`config.mk`:
```
export PLATFORM = sky130hd
export DESIGN_NAME = two_key_press_classifier_unit
export DESIGN_NICKNAME = d
export VERILOG_FILES = /design/src/rtl/core/tkpc_pkg.sv /design/src/rtl/core/tkpc_regs.sv /design/src/rtl/core/tkpc_core.sv /design/src/rtl/core/two_key_press_classifier_unit.sv
export SDC_FILE = /design/constraint.sdc
export NUM_CORES = 1
export LEC_CHECK = 0
export CAP_MARGIN = 20
export CORE_MARGIN = 3
export CORE_UTILIZATION = 25
export DETAILED_ROUTE_END_ITERATION = 8
export DONT_BUFFER_PORTS = 1
export GPL_TIMING_DRIVEN = 1
export MAX_ROUTING_LAYER = met4
export PLACE_DENSITY = 0.41
export RECOVER_POWER = 25
export SYNTH_ARGS = -nofsm -noshare
export SYNTH_HDL_FRONTEND = slang
export SYNTH_HIERARCHICAL = 1
export SYNTH_SLANG_ARGS = --single-unit
```
`constraint.sdc`:
```
create_clock -name clk -period 5.4 [get_ports clk]
set_input_delay 0.27 -clock clk [delete_from_list [all_inputs] [get_ports clk]]
set_output_delay 0.27 -clock clk [all_outputs]
set_load 0.02 [all_outputs]
```
`src/rtl/core/tkpc_pkg.sv`:
```
// Shared types, register indexes, reset values and event codes for the two-key classifier.
package tkpc_pkg;

  localparam int unsigned CountW   = 16;
  localparam int unsigned RelW     = 8;
  localparam int unsigned CodeW    = 8;
  localparam int unsigned CfgIdxW  = 3;
  localparam int unsigned CfgDataW = 16;

  // Configuration register indexes
  localparam logic [CfgIdxW-1:0] REG_SHORT_MIN  = 3'd0;
  localparam logic [CfgIdxW-1:0] REG_LONG       = 3'd1;
  localparam logic [CfgIdxW-1:0] REG_COMBO      = 3'd2;
  localparam logic [CfgIdxW-1:0] REG_SOLO_OTHER = 3'd3;
  localparam logic [CfgIdxW-1:0] REG_RELEASE    = 3'd4;

  // Reset values
  localparam logic [CountW-1:0] RST_SHORT_MIN  = 16'd20;
  localparam logic [CountW-1:0] RST_LONG       = 16'd500;
  localparam logic [CountW-1:0] RST_COMBO      = 16'd100;
  localparam logic [CountW-1:0] RST_SOLO_OTHER = 16'd50;
  localparam logic [RelW-1:0]   RST_RELEASE    = 8'd10;

  // Saturation limits
  localparam logic [CountW-1:0] COUNT_MAX = '1;
  localparam logic [RelW-1:0]   REL_MAX   = '1;

  // Event codes
  localparam logic [CodeW-1:0] EV_NONE       = 8'h00;
  localparam logic [CodeW-1:0] EV_ONE_SHORT  = 8'h01;
  localparam logic [CodeW-1:0] EV_ONE_LONG   = 8'h02;
  localparam logic [CodeW-1:0] EV_TWO_SHORT  = 8'h10;
  localparam logic [CodeW-1:0] EV_TWO_LONG   = 8'h20;
  localparam logic [CodeW-1:0] EV_ONE_HOLD   = 8'h03;
  localparam logic [CodeW-1:0] EV_TWO_HOLD   = 8'h30;
  localparam logic [CodeW-1:0] EV_COMBO_HOLD = 8'h44;

  typedef struct packed {
    logic [CountW-1:0] short_min_ticks;
    logic [CountW-1:0] long_ticks;
    logic [CountW-1:0] combo_ticks;
    logic [CountW-1:0] solo_other_max;
    logic [RelW-1:0]   release_ticks;
  } cfg_t;

endpackage

```
`src/rtl/core/tkpc_regs.sv`:
```
// Configuration register file for the two-key classifier.
module tkpc_regs (
  input  logic                           clk,
  input  logic                           rst,
  input  logic                           cfg_valid,
  output logic                           cfg_ready,
  input  logic [tkpc_pkg::CfgIdxW-1:0]   cfg_index,
  input  logic [tkpc_pkg::CfgDataW-1:0]  cfg_data,
  output tkpc_pkg::cfg_t                 cfg
);
  import tkpc_pkg::*;

  // Writes are always taken
  assign cfg_ready = 1'b1;

  // Register writes; unknown indexes are dropped
  always_ff @(posedge clk) begin
    if (rst) begin
      cfg.short_min_ticks <= RST_SHORT_MIN;
      cfg.long_ticks      <= RST_LONG;
      cfg.combo_ticks     <= RST_COMBO;
      cfg.solo_other_max  <= RST_SOLO_OTHER;
      cfg.release_ticks   <= RST_RELEASE;
    end else if (cfg_valid && cfg_ready) begin
      case (cfg_index)
        REG_SHORT_MIN:  cfg.short_min_ticks <= cfg_data;
        REG_LONG:       cfg.long_ticks      <= cfg_data;
        REG_COMBO:      cfg.combo_ticks     <= cfg_data;
        REG_SOLO_OTHER: cfg.solo_other_max  <= cfg_data;
        REG_RELEASE:    cfg.release_ticks   <= cfg_data[RelW-1:0];
        default: ;
      endcase
    end
  end

endmodule

```
`src/rtl/core/tkpc_core.sv`:
```
// Hold/release counters and the event decision for one tick.
module tkpc_core (
  input  logic                         clk,
  input  logic                         rst,
  input  tkpc_pkg::cfg_t               cfg,
  input  logic                         fire,
  input  logic                         tick,
  input  logic                         key_one,
  input  logic                         key_two,
  output logic [tkpc_pkg::CodeW-1:0]   code
);
  import tkpc_pkg::*;

  logic [CountW-1:0] hold_one, hold_two;
  logic [RelW-1:0]   rel_count;
  logic [CountW-1:0] hold_one_next, hold_two_next;
  logic [RelW-1:0]   rel_count_next;
  logic [CountW-1:0] hold_one_inc, hold_two_inc;
  logic [RelW-1:0]   rel_inc;
  logic [CodeW-1:0]  class_one, class_two;

  // Saturating increments
  assign hold_one_inc = (hold_one == COUNT_MAX) ? COUNT_MAX : hold_one + 1'b1;
  assign hold_two_inc = (hold_two == COUNT_MAX) ? COUNT_MAX : hold_two + 1'b1;
  assign rel_inc      = (rel_count == REL_MAX) ? REL_MAX : rel_count + 1'b1;

  // Short/long classification of the stored hold counts
  always_comb begin
    class_one = EV_NONE;
    if (hold_one > cfg.short_min_ticks && hold_one < cfg.long_ticks)
      class_one = EV_ONE_SHORT;
    else if (hold_one >= cfg.long_ticks)
      class_one = EV_ONE_LONG;
    class_two = EV_NONE;
    if (hold_two > cfg.short_min_ticks && hold_two < cfg.long_ticks)
      class_two = EV_TWO_SHORT;
    else if (hold_two >= cfg.long_ticks)
      class_two = EV_TWO_LONG;
  end

  // Next state and event code
  always_comb begin
    hold_one_next  = hold_one;
    hold_two_next  = hold_two;
    rel_count_next = rel_count;
    code           = EV_NONE;
    if (tick) begin
      if (key_one || key_two) begin
        rel_count_next = '0;
        if (key_one) hold_one_next = hold_one_inc;
        if (key_two) hold_two_next = hold_two_inc;
        if (hold_one_next == cfg.long_ticks && hold_two_next < cfg.solo_other_max)
          code = EV_ONE_HOLD;
        else if (hold_two_next == cfg.long_ticks && hold_one_next < cfg.solo_other_max)
          code = EV_TWO_HOLD;
        else if (hold_one_next == cfg.combo_ticks && hold_two_next > cfg.combo_ticks)
          code = EV_COMBO_HOLD;
        else if (hold_one_next > cfg.combo_ticks && hold_two_next == cfg.combo_ticks)
          code = EV_COMBO_HOLD;
      end else if (rel_inc < cfg.release_ticks) begin
        rel_count_next = rel_inc;
      end else begin
        rel_count_next = '0;
        hold_one_next  = '0;
        hold_two_next  = '0;
        code           = class_one + class_two;
      end
    end
  end

  // State update once per transaction leaving the input register
  always_ff @(posedge clk) begin
    if (rst) begin
      hold_one  <= '0;
      hold_two  <= '0;
      rel_count <= '0;
    end else if (fire) begin
      hold_one  <= hold_one_next;
      hold_two  <= hold_two_next;
      rel_count <= rel_count_next;
    end
  end

endmodule

```
`src/rtl/core/two_key_press_classifier_unit.sv`:
```
// Two-key press classifier: each transaction is one sample of a 1 ms tick and two
// key levels and yields exactly one result (event_code, send_flag). One transaction
// is taken every clock while in_stall is low; a result passes through the input
// register, then the counter update and event decision, into the result register.
// The hold and release counters advance once per transaction as it leaves the
// input register.
// Stall on the output side holds the result register and backs up into in_stall.
// Configuration writes are accepted on every cycle (cfg_ready is tied high).
module two_key_press_classifier_unit (
  input  logic                           clk,
  input  logic                           rst,
  input  logic                           in_valid,
  output logic                           in_stall,
  input  logic                           tick,
  input  logic                           key_one_level,
  input  logic                           key_two_level,
  output logic                           out_valid,
  input  logic                           out_stall,
  output logic [tkpc_pkg::CodeW-1:0]     event_code,
  output logic                           send_flag,
  input  logic                           cfg_valid,
  output logic                           cfg_ready,
  input  logic [tkpc_pkg::CfgIdxW-1:0]   cfg_index,
  input  logic [tkpc_pkg::CfgDataW-1:0]  cfg_data
);
  import tkpc_pkg::*;

  cfg_t             cfg;
  logic             s1_valid, s1_tick, s1_key_one, s1_key_two;
  logic             advance, fire;
  logic [CodeW-1:0] code;

  tkpc_regs u_regs (
    .clk       (clk),
    .rst       (rst),
    .cfg_valid (cfg_valid),
    .cfg_ready (cfg_ready),
    .cfg_index (cfg_index),
    .cfg_data  (cfg_data),
    .cfg       (cfg)
  );

  // Result register can load when empty or being taken
  assign advance  = !out_valid || !out_stall;
  assign fire     = s1_valid && advance;
  assign in_stall = s1_valid && !advance;

  // Input register
  always_ff @(posedge clk) begin
    if (rst) begin
      s1_valid <= 1'b0;
    end else if (!in_stall) begin
      s1_valid <= in_valid;
    end
  end

  always_ff @(posedge clk) begin
    if (in_valid && !in_stall) begin
      s1_tick    <= tick;
      s1_key_one <= key_one_level;
      s1_key_two <= key_two_level;
    end
  end

  tkpc_core u_core (
    .clk     (clk),
    .rst     (rst),
    .cfg     (cfg),
    .fire    (fire),
    .tick    (s1_tick),
    .key_one (s1_key_one),
    .key_two (s1_key_two),
    .code    (code)
  );

  // Result register
  always_ff @(posedge clk) begin
    if (rst) begin
      out_valid <= 1'b0;
    end else if (advance) begin
      out_valid <= s1_valid;
    end
  end

  always_ff @(posedge clk) begin
    if (fire) begin
      event_code <= code;
      send_flag  <= (code != EV_NONE);
    end
  end

endmodule

```
==> metrics.yaml, run 1 <==
worst_setup_path:
  cp_data_required_time_ns: 5.57
  critPathKind: "flop to flop"
  r2r-end: "send_flag$_DFFE_PP_"
  crit_start: "u_core/hold_two[0]$_SDFFE_PP0P_"
  path_max_fanout: 8
  r2r_cells: 18
  r2r_slack_ns: 0.45
  end_kind: "flop"
  reg2reg_from: "u_core/hold_two[0]$_SDFFE_PP0P_"
  cp-start-kind: "flop"
  worst_ep_arrival_time_ns: 5.12
hold_path:
  worstHoldStart: "cfg_data[3]"
  min_path_cells: 2
  hold_end: "u_regs/cfg[3]$_SDFFE_PP1P_"
  holdCritPathClass: "primary input to flop"
global_routing:
  grt_use_total_pct: 17.72
  grt_pass1_vias: 8826
  grt_max_degree: 98
  grt-ovfl-total: 0
  grt_first_pass_wirelength_um: 56780
  antenna_found_initial: 0
routing:
  routedWlPerCell_um: 21.93
  drtPass1Iterations: 5
  postRouteWirelength_um: 38030
  vias: 9088
  ant_nets: 0
  remaining_drc_errors: 0
  via_per_inst: 5.241
  drtIter0Drc: 683
logic_synthesis:
  synth_simple_gate_area_share_pct: 25.43
  synth_area_leader_cell: "dfxtp_1"
  ys_warn_count: 6
  synth_edf_count: 12
  yosysSeqAreaShare_pct: 26.00
  async_flop_share_pct: 0
  synth-compound-area-share_pct: 14.64
  synth_flop_cell: "dfxtp_1"
  synth.distinct_cells: 79
  synth_area_leaders: "dfxtp_1 (22%), ha_1 (17%), mux2i_1 (7.6%)"
  synthTopCellsByCount: "ha_1 (136), dfxtp_1 (114), inv_1 (90)"
  synth-seq-cells: 126
  synthAdderAreaFrac_pct: 16.74
  synthMuxAreaShare_pct: 7.582
  synth_top_area_share_pct: 22.45
  yosys.cell_count.top_type: "ha_1"
  syn_avg_cell_area_um2: 8.366
  synth_top_family_by_area: "simple AND/OR/NAND/NOR gates"
  syn_inst: 1215
  synth_area_um2: 10160
  synth_xor_area_share_pct: 2.930
clock_network:
  cts_setup_buffers: 0
  clock-root-buffer: "clkbuf_16"
  cts.clk_slew.worst_paths_ns: 0.06
  cts_tree: "built"
  cts_sinks: 126
  cts_resized: 0
  hold_buffers: 6
  htreeDepth: 4
  clkLatencyLatePin_ns: 0.42
  cts_buffers: 17
  clockBufferDepth: 2
timing:
  max_slew_margin_pct: 38.02
  holdWs_ns: 0.01732
  worstMarginPinSlew_ns: 0.9277
  grt_setup_unrepaired: "false"
  skew_ns: 0.008097
  totalNegativeSetupSlack_ns: 0
  hold_viol: 0
  fmax_mhz: 201.9
  drv_slew: 0
  period_share_pct: 91.72
  period_minus_slack_ns: 4.953
  setup_violations: 0
place:
  dp_hpwl_um: 29390
  globalplace.congestion: 0.9394
  placed_cell_area_um2: 10680
  numPortBuffers: 0
floorplanning:
  die_h_um: 207.6
  start_util_pct: 25.47
  die-area_um2: 43110
  core_area_um2: 39910
  io_pins: 39
  fp.dieW_um: 207.6
  rows: 73
run_status:
  outcome: "finished, final reports clean"
layout:
  diodes: 0
  num-nets-final: 1360
  syn2layout_area_growth_pct: 12.21
  fin_area_um2: 11410
  drive_gt1_share_pct: 6.865
pwr:
  p_leak_nw: 4.983
  max-vdd-ir-drop_mv: 0.1389
  powerDensity_nw_per_um2: 219.6
  finalPower_w: 0.002505
flow_run:
  cap_violations: 0
==> report_power, final <==
group          internal (W)  switching (W)
Clock              0.000837       0.000492
Sequential         0.000962      0.0000239
Combinational     0.0000705       0.000121
==> worst max path at each step <==
stage / end / slack, ns
6_report: send_flag$_DFFE_PP_ / 0.45
5_1_grt: send_flag$_DFFE_PP_ / 0.12
4_1_cts: send_flag$_DFFE_PP_ / 0.58
3_5_place_dp: send_flag$_DFFE_PP_ / 0.59
3_3_place_gp: send_flag$_DFFE_PP_ / 0.65
2_1_floorplan: send_flag$_DFFE_PP_ / 1.45
==> placed cells by master (no fill, tap or decap), drive strengths merged, types with 6 or more instances in the layout <==
cell	instances
a21oi	76
and2	6
xor2	7
o21ai	29
nor2b	9
nand3	67
o211ai	10
buf	24
nor2	72
and3	7
nand2	88
edfxtp	12
nor4	21
mux2i	77
xnor2	21
nor3	29
and4	14
o21a	14
or2	6
a21o	23
nand2b	75
ha	136
clkbuf	19
inv	93
a31oi	8
nand4	43
a211oi	8
dfxtp	114
==> state kept, by name (all words and copies together), names as in the netlist, 8 cells and up <==
register,count
u_regs/cfg,72
u_core/hold_one,16
u_core/hold_two,16
event_code,8
u_core/rel_count,8
==> cell type report <==
class,count,area [um2]
Inverter,90,337.8
Multi-Input combinational cell,933,6874
Timing Repair Buffer,29,242.7
Fill cell,4279,28510
Tap cell,525,656.9
Sequential cell,126,2643
Clock buffer,19,442.9
Clock inverter,12,209.0
==> logic make-up after synthesis <==
| kind of cell | Yosys count |
|---|---|
| AOI/OAI and AO/OA | 224 |
| and+or+nand+nor | 463 |
| buffers and inverters | 157 |
| DFF | 126 |
| xor gates and xnor gates | 30 |
| adders and majority gates | 136 |
| other | 2 |
| muxes | 77 |
==> layer usage <==
layer | GRT usage, % | vias to the layer above | wire length (um)
met4 | 3.441 | 0 | 581
met3 | 2.025 | 43 | 1524
li1 | - | 4361 | -
met5 | - | - | 0
met2 | 27.96 | 282 | 17220
met1 | 24.68 | 4402 | 18700
==> stage by stage <==
stage	utilization [%]	instances	setup WS, ns
4_1_cts	28.58	1734	0.5790
3_5_place_dp	26.77	1697	0.5859
6_report	28.58	1734	0.4472
5_1_grt	28.58	1734	0.1227
2_1_floorplan	-	1216	1.447
3_3_place_gp	26.77	1697	0.6462
==> critical path: stages, from the launching register on <==
cell	delay, ns
dfxtp_1	0.46
ha_1	0.28
nand4_1	0.28
nor3_1	0.33
nand3_1	0.14
mux2i_1	0.40
inv_1	0.21
ha_1	0.33
nand4_1	0.13
nor4_1	0.10
a22oi_1	0.22
o2111ai_1	0.13
or4_1	0.54
nor4_2	0.34
buf_4	0.21
nand3b_1	0.14
a221oi_2	0.08
nor4_1	0.31
nand2_1	0.07
Note: power is estimated with default switching activity, not from simulation.
==> inputs of run 2 (changes only) <==
--- a/config.mk
+++ b/config.mk
@@ -5,6 +5,7 @@
 export SDC_FILE = /design/constraint.sdc
 export NUM_CORES = 1
 export LEC_CHECK = 0
+export ABC_AREA = 1
 export CAP_MARGIN = 20
 export CORE_MARGIN = 3
 export CORE_UTILIZATION = 25
==> run 2 against run 1 <==
  * The flow now finishes with violations (max-capacitance violations, max-slew violations)
  * Setup slack better by 0.52 ns
  * Combinational power grew to 2.6 times the previous value
  * Hold slack gained 0.067 ns
  * Critical endpoint unchanged
  * Register-to-register slack improved by 0.52 ns
  * Global-route usage increased by 0.61 points
==> metrics.yaml, run 2 <==
clock_network:
  cts_setup_buffers: 0
  cts_tree: "built"
  cts_buffers: 17
  clock-root-buffer: "clkbuf_16"
  cts_resized: 0
  hold_buffers: 14
  clockBufferDepth: 2
  htreeDepth: 4
  clkLatencyLatePin_ns: 0.45
  cts.clk_slew.worst_paths_ns: 0.06
  cts_sinks: 126
timing:
  grt_setup_unrepaired: "false"
  worstMarginPinSlew_ns: 3.237
  totalNegativeSetupSlack_ns: 0
  drv_slew: 73
  setup_violations: 0
  max_slew_margin_pct: -115.8
  period_share_pct: 82.04
  hold_viol: 0
  period_minus_slack_ns: 4.430
  setup_ws_ns: 0.9699
  holdWs_ns: 0.08481
  skew_ns: 0.01410
  fmax_mhz: 225.7
layout:
  most-common-layout-cells: "nand2_1 (353), nor2_1 (194), inv_1 (172)"
  fillers: 4528
  fin_area_um2: 11250
  drive_gt1_share_pct: 5.727
  syn2layout_area_growth_pct: 11.33
  diodes: 0
  num-nets-final: 1669
  finalNonFillerCells: 2044
  regMostFlops: "u_regs/cfg"
  largest_register_ffs: 72
  final_common_cell: "nand2_1"
  reg_top3: "u_regs/cfg x72, u_core/hold_one x16, u_core/hold_two x16"
worst_setup_path:
  r2r_cells: 21
  cp_data_required_time_ns: 5.72
  path_max_fanout: 9
  end_kind: "flop"
  critPathKind: "flop to flop"
  cp-start-kind: "flop"
  worst_ep_arrival_time_ns: 4.75
logic_synthesis:
  synth_top_family_by_area: "simple AND/OR/NAND/NOR gates"
  synth_area_leaders: "dfxtp_1 (23%), ha_1 (17%), nand2_1 (13%)"
  synth.distinct_cells: 49
  synth-seq-cells: 126
  synthMuxAreaShare_pct: 0
  synth-compound-area-share_pct: 10.59
  synth_area_um2: 10100
  synth_top_area_share_pct: 22.59
  syn_avg_cell_area_um2: 6.691
  synth_xor_area_share_pct: 0.5201
  yosysSeqAreaShare_pct: 26.15
  synth_area_leader_cell: "dfxtp_1"
  async_flop_share_pct: 0
  synth_flop_cell: "dfxtp_1"
  ys_warn_count: 6
  synthAdderAreaFrac_pct: 16.84
  synth_simple_gate_area_share_pct: 36.11
  syn_inst: 1510
  synth_edf_count: 12
  yosys.cell_count.top_type: "nand2_1"
  synthTopCellsByCount: "nand2_1 (353), nor2_1 (194), inv_1 (171)"
run_status:
  violations: "max-capacitance violations, max-slew violations"
  outcome: "finished, violations left"
place:
  dp_hpwl_um: 29800
  numPortBuffers: 0
  globalplace.congestion: 0.9181
  place_ws_ns: 1.018
  dp.cells: 1998
  placed_cell_area_um2: 10520
floorplanning:
  io_pins: 39
  rows: 73
  die-area_um2: 42860
  core_area_um2: 39820
  fp.dieW_um: 207.0
  start_util_pct: 25.37
  die_h_um: 207.0
pwr:
  p_switching_w: 0.0008820
  max-vdd-ir-drop_mv: 0.1871
  swShare_pct: 32.50
  internal_power_w: 0.001832
  p_comb_share_pct: 18.6
  p_seq_share_pct: 38.1
  p_leak_nw: 5.181
  pwr-share-clk_pct: 43.3
  powerDensity_nw_per_um2: 241.3
global_routing:
  grt_max_degree: 73
  grt-ovfl-total: 0
  antenna_found_initial: 0
  grt_use_total_pct: 18.33
  grt_pass1_vias: 9323
  grt_first_pass_wirelength_um: 58460
routing:
  routedWlPerCell_um: 18.71
  remaining_drc_errors: 0
  ant_nets: 0
  postRouteWirelength_um: 38250
  via_per_inst: 4.869
  drtPass1Iterations: 6
  vias: 9953
  drtIter0Drc: 727
hold_path:
  holdCritPathClass: "primary input to flop"
  min_path_cells: 4
flow_run:
  cap_violations: 1
-- run 2: cell count changes after synthesis, moves of 23 or more --
cell      previous run  this run
nand2_1             88       353
nor2_1              72       194
inv_1               90       171
mux2i_1             77         0
nand3_1             65       141
nand2b_1            75         0
a21oi_1             76       131
clkbuf_1            33        10
-- run 2: worst paths after layout --
kind / to / startpoint / slack [ns]
setup / recovery: send_flag$_DFFE_PP_ / u_core/hold_one[3]$_SDFFE_PP0P_ / 0.97
hold / removal: u_regs/cfg[61]$_SDFFE_PP0P_ / cfg_data[5] / 0.08
hold reg to reg: u_regs/cfg[12]$_SDFFE_PP1P_ / u_regs/cfg[12]$_SDFFE_PP1P_ / 0.46
setup reg to reg: send_flag$_DFFE_PP_ / u_core/hold_one[3]$_SDFFE_PP0P_ / 0.97
-- run 2: power by group through the flow --
| stage | Sequential, W | Clock (W) | Combinational (W) |
|---|---|---|---|
| after floorplan | 0.00103 | 0 | 0.000346 |
| after global placement | 0.00105 | 0 | 0.000482 |
| after detailed placement | 0.00105 | 0 | 0.000482 |
| after CTS | 0.00103 | 0.00122 | 0.000501 |
| after global routing | 0.00104 | 0.00124 | 0.000572 |
| final | 0.00103 | 0.00118 | 0.000504 |
-- run 2: worst max-delay path, cell delays in order, from the launching register on --
cell and delay [ns]:
dfxtp_1 0.55, nand2_1 0.10, nor2_1 0.22, nand2_1 0.17
nor2_1 0.16, nand2_1 0.11, o21ai_1 0.13, nand3_1 0.21
ha_1 0.38, nand2_1 0.08, nor4_1 0.56, nor4b_1 0.43
inv_1 0.12, nor2_1 0.10, nand2_1 0.06, nand2_1 0.16
nand2_1 0.09, nor3_1 0.42, inv_1 0.08, nand2_1 0.08
nor2_1 0.04, nand2_1 0.05
-- run 2: logic make-up (layout without fill, tap and decap cells) --
group                      Yosys count  in the layout
xor gates and xnor gates             6              6
and+or+nand+nor                    816            816
buffers and inverters              225            233
other                                2              3
DFF                                126            126
adders and majority gates          136            136
AOI/OAI and AO/OA                  199            199
-- run 2: final cells by class --
type / count / area (um2) / share of cell area [%]
multi-input cells: 1160 / 6484 / 57.64
flip-flops and latches: 126 / 2643 / 23.49
inverters: 179 / 671.9 / 5.973
well taps: 525 / 656.9 / 5.840
clock buffers: 17 / 425.4 / 3.782
repair buffers: 22 / 206.4 / 1.835
clock inverters: 15 / 161.4 / 1.435
-- run 2: routing by layer --
metal  track usage (%)  wire (um)
met3             2.741       1916
met5                 -          0
met1             25.03      18340
met4             7.701       1398
met2             27.00      16600
-- run 2: metrics by stage --
stage | power (W) | util [%]
after floorplan | 0.001377 | -
after global placement | 0.001535 | 26.40
after detailed placement | 0.001536 | 26.40
after CTS | 0.002749 | 28.26
after global routing | 0.002852 | 28.25
final | 0.002714 | 28.25
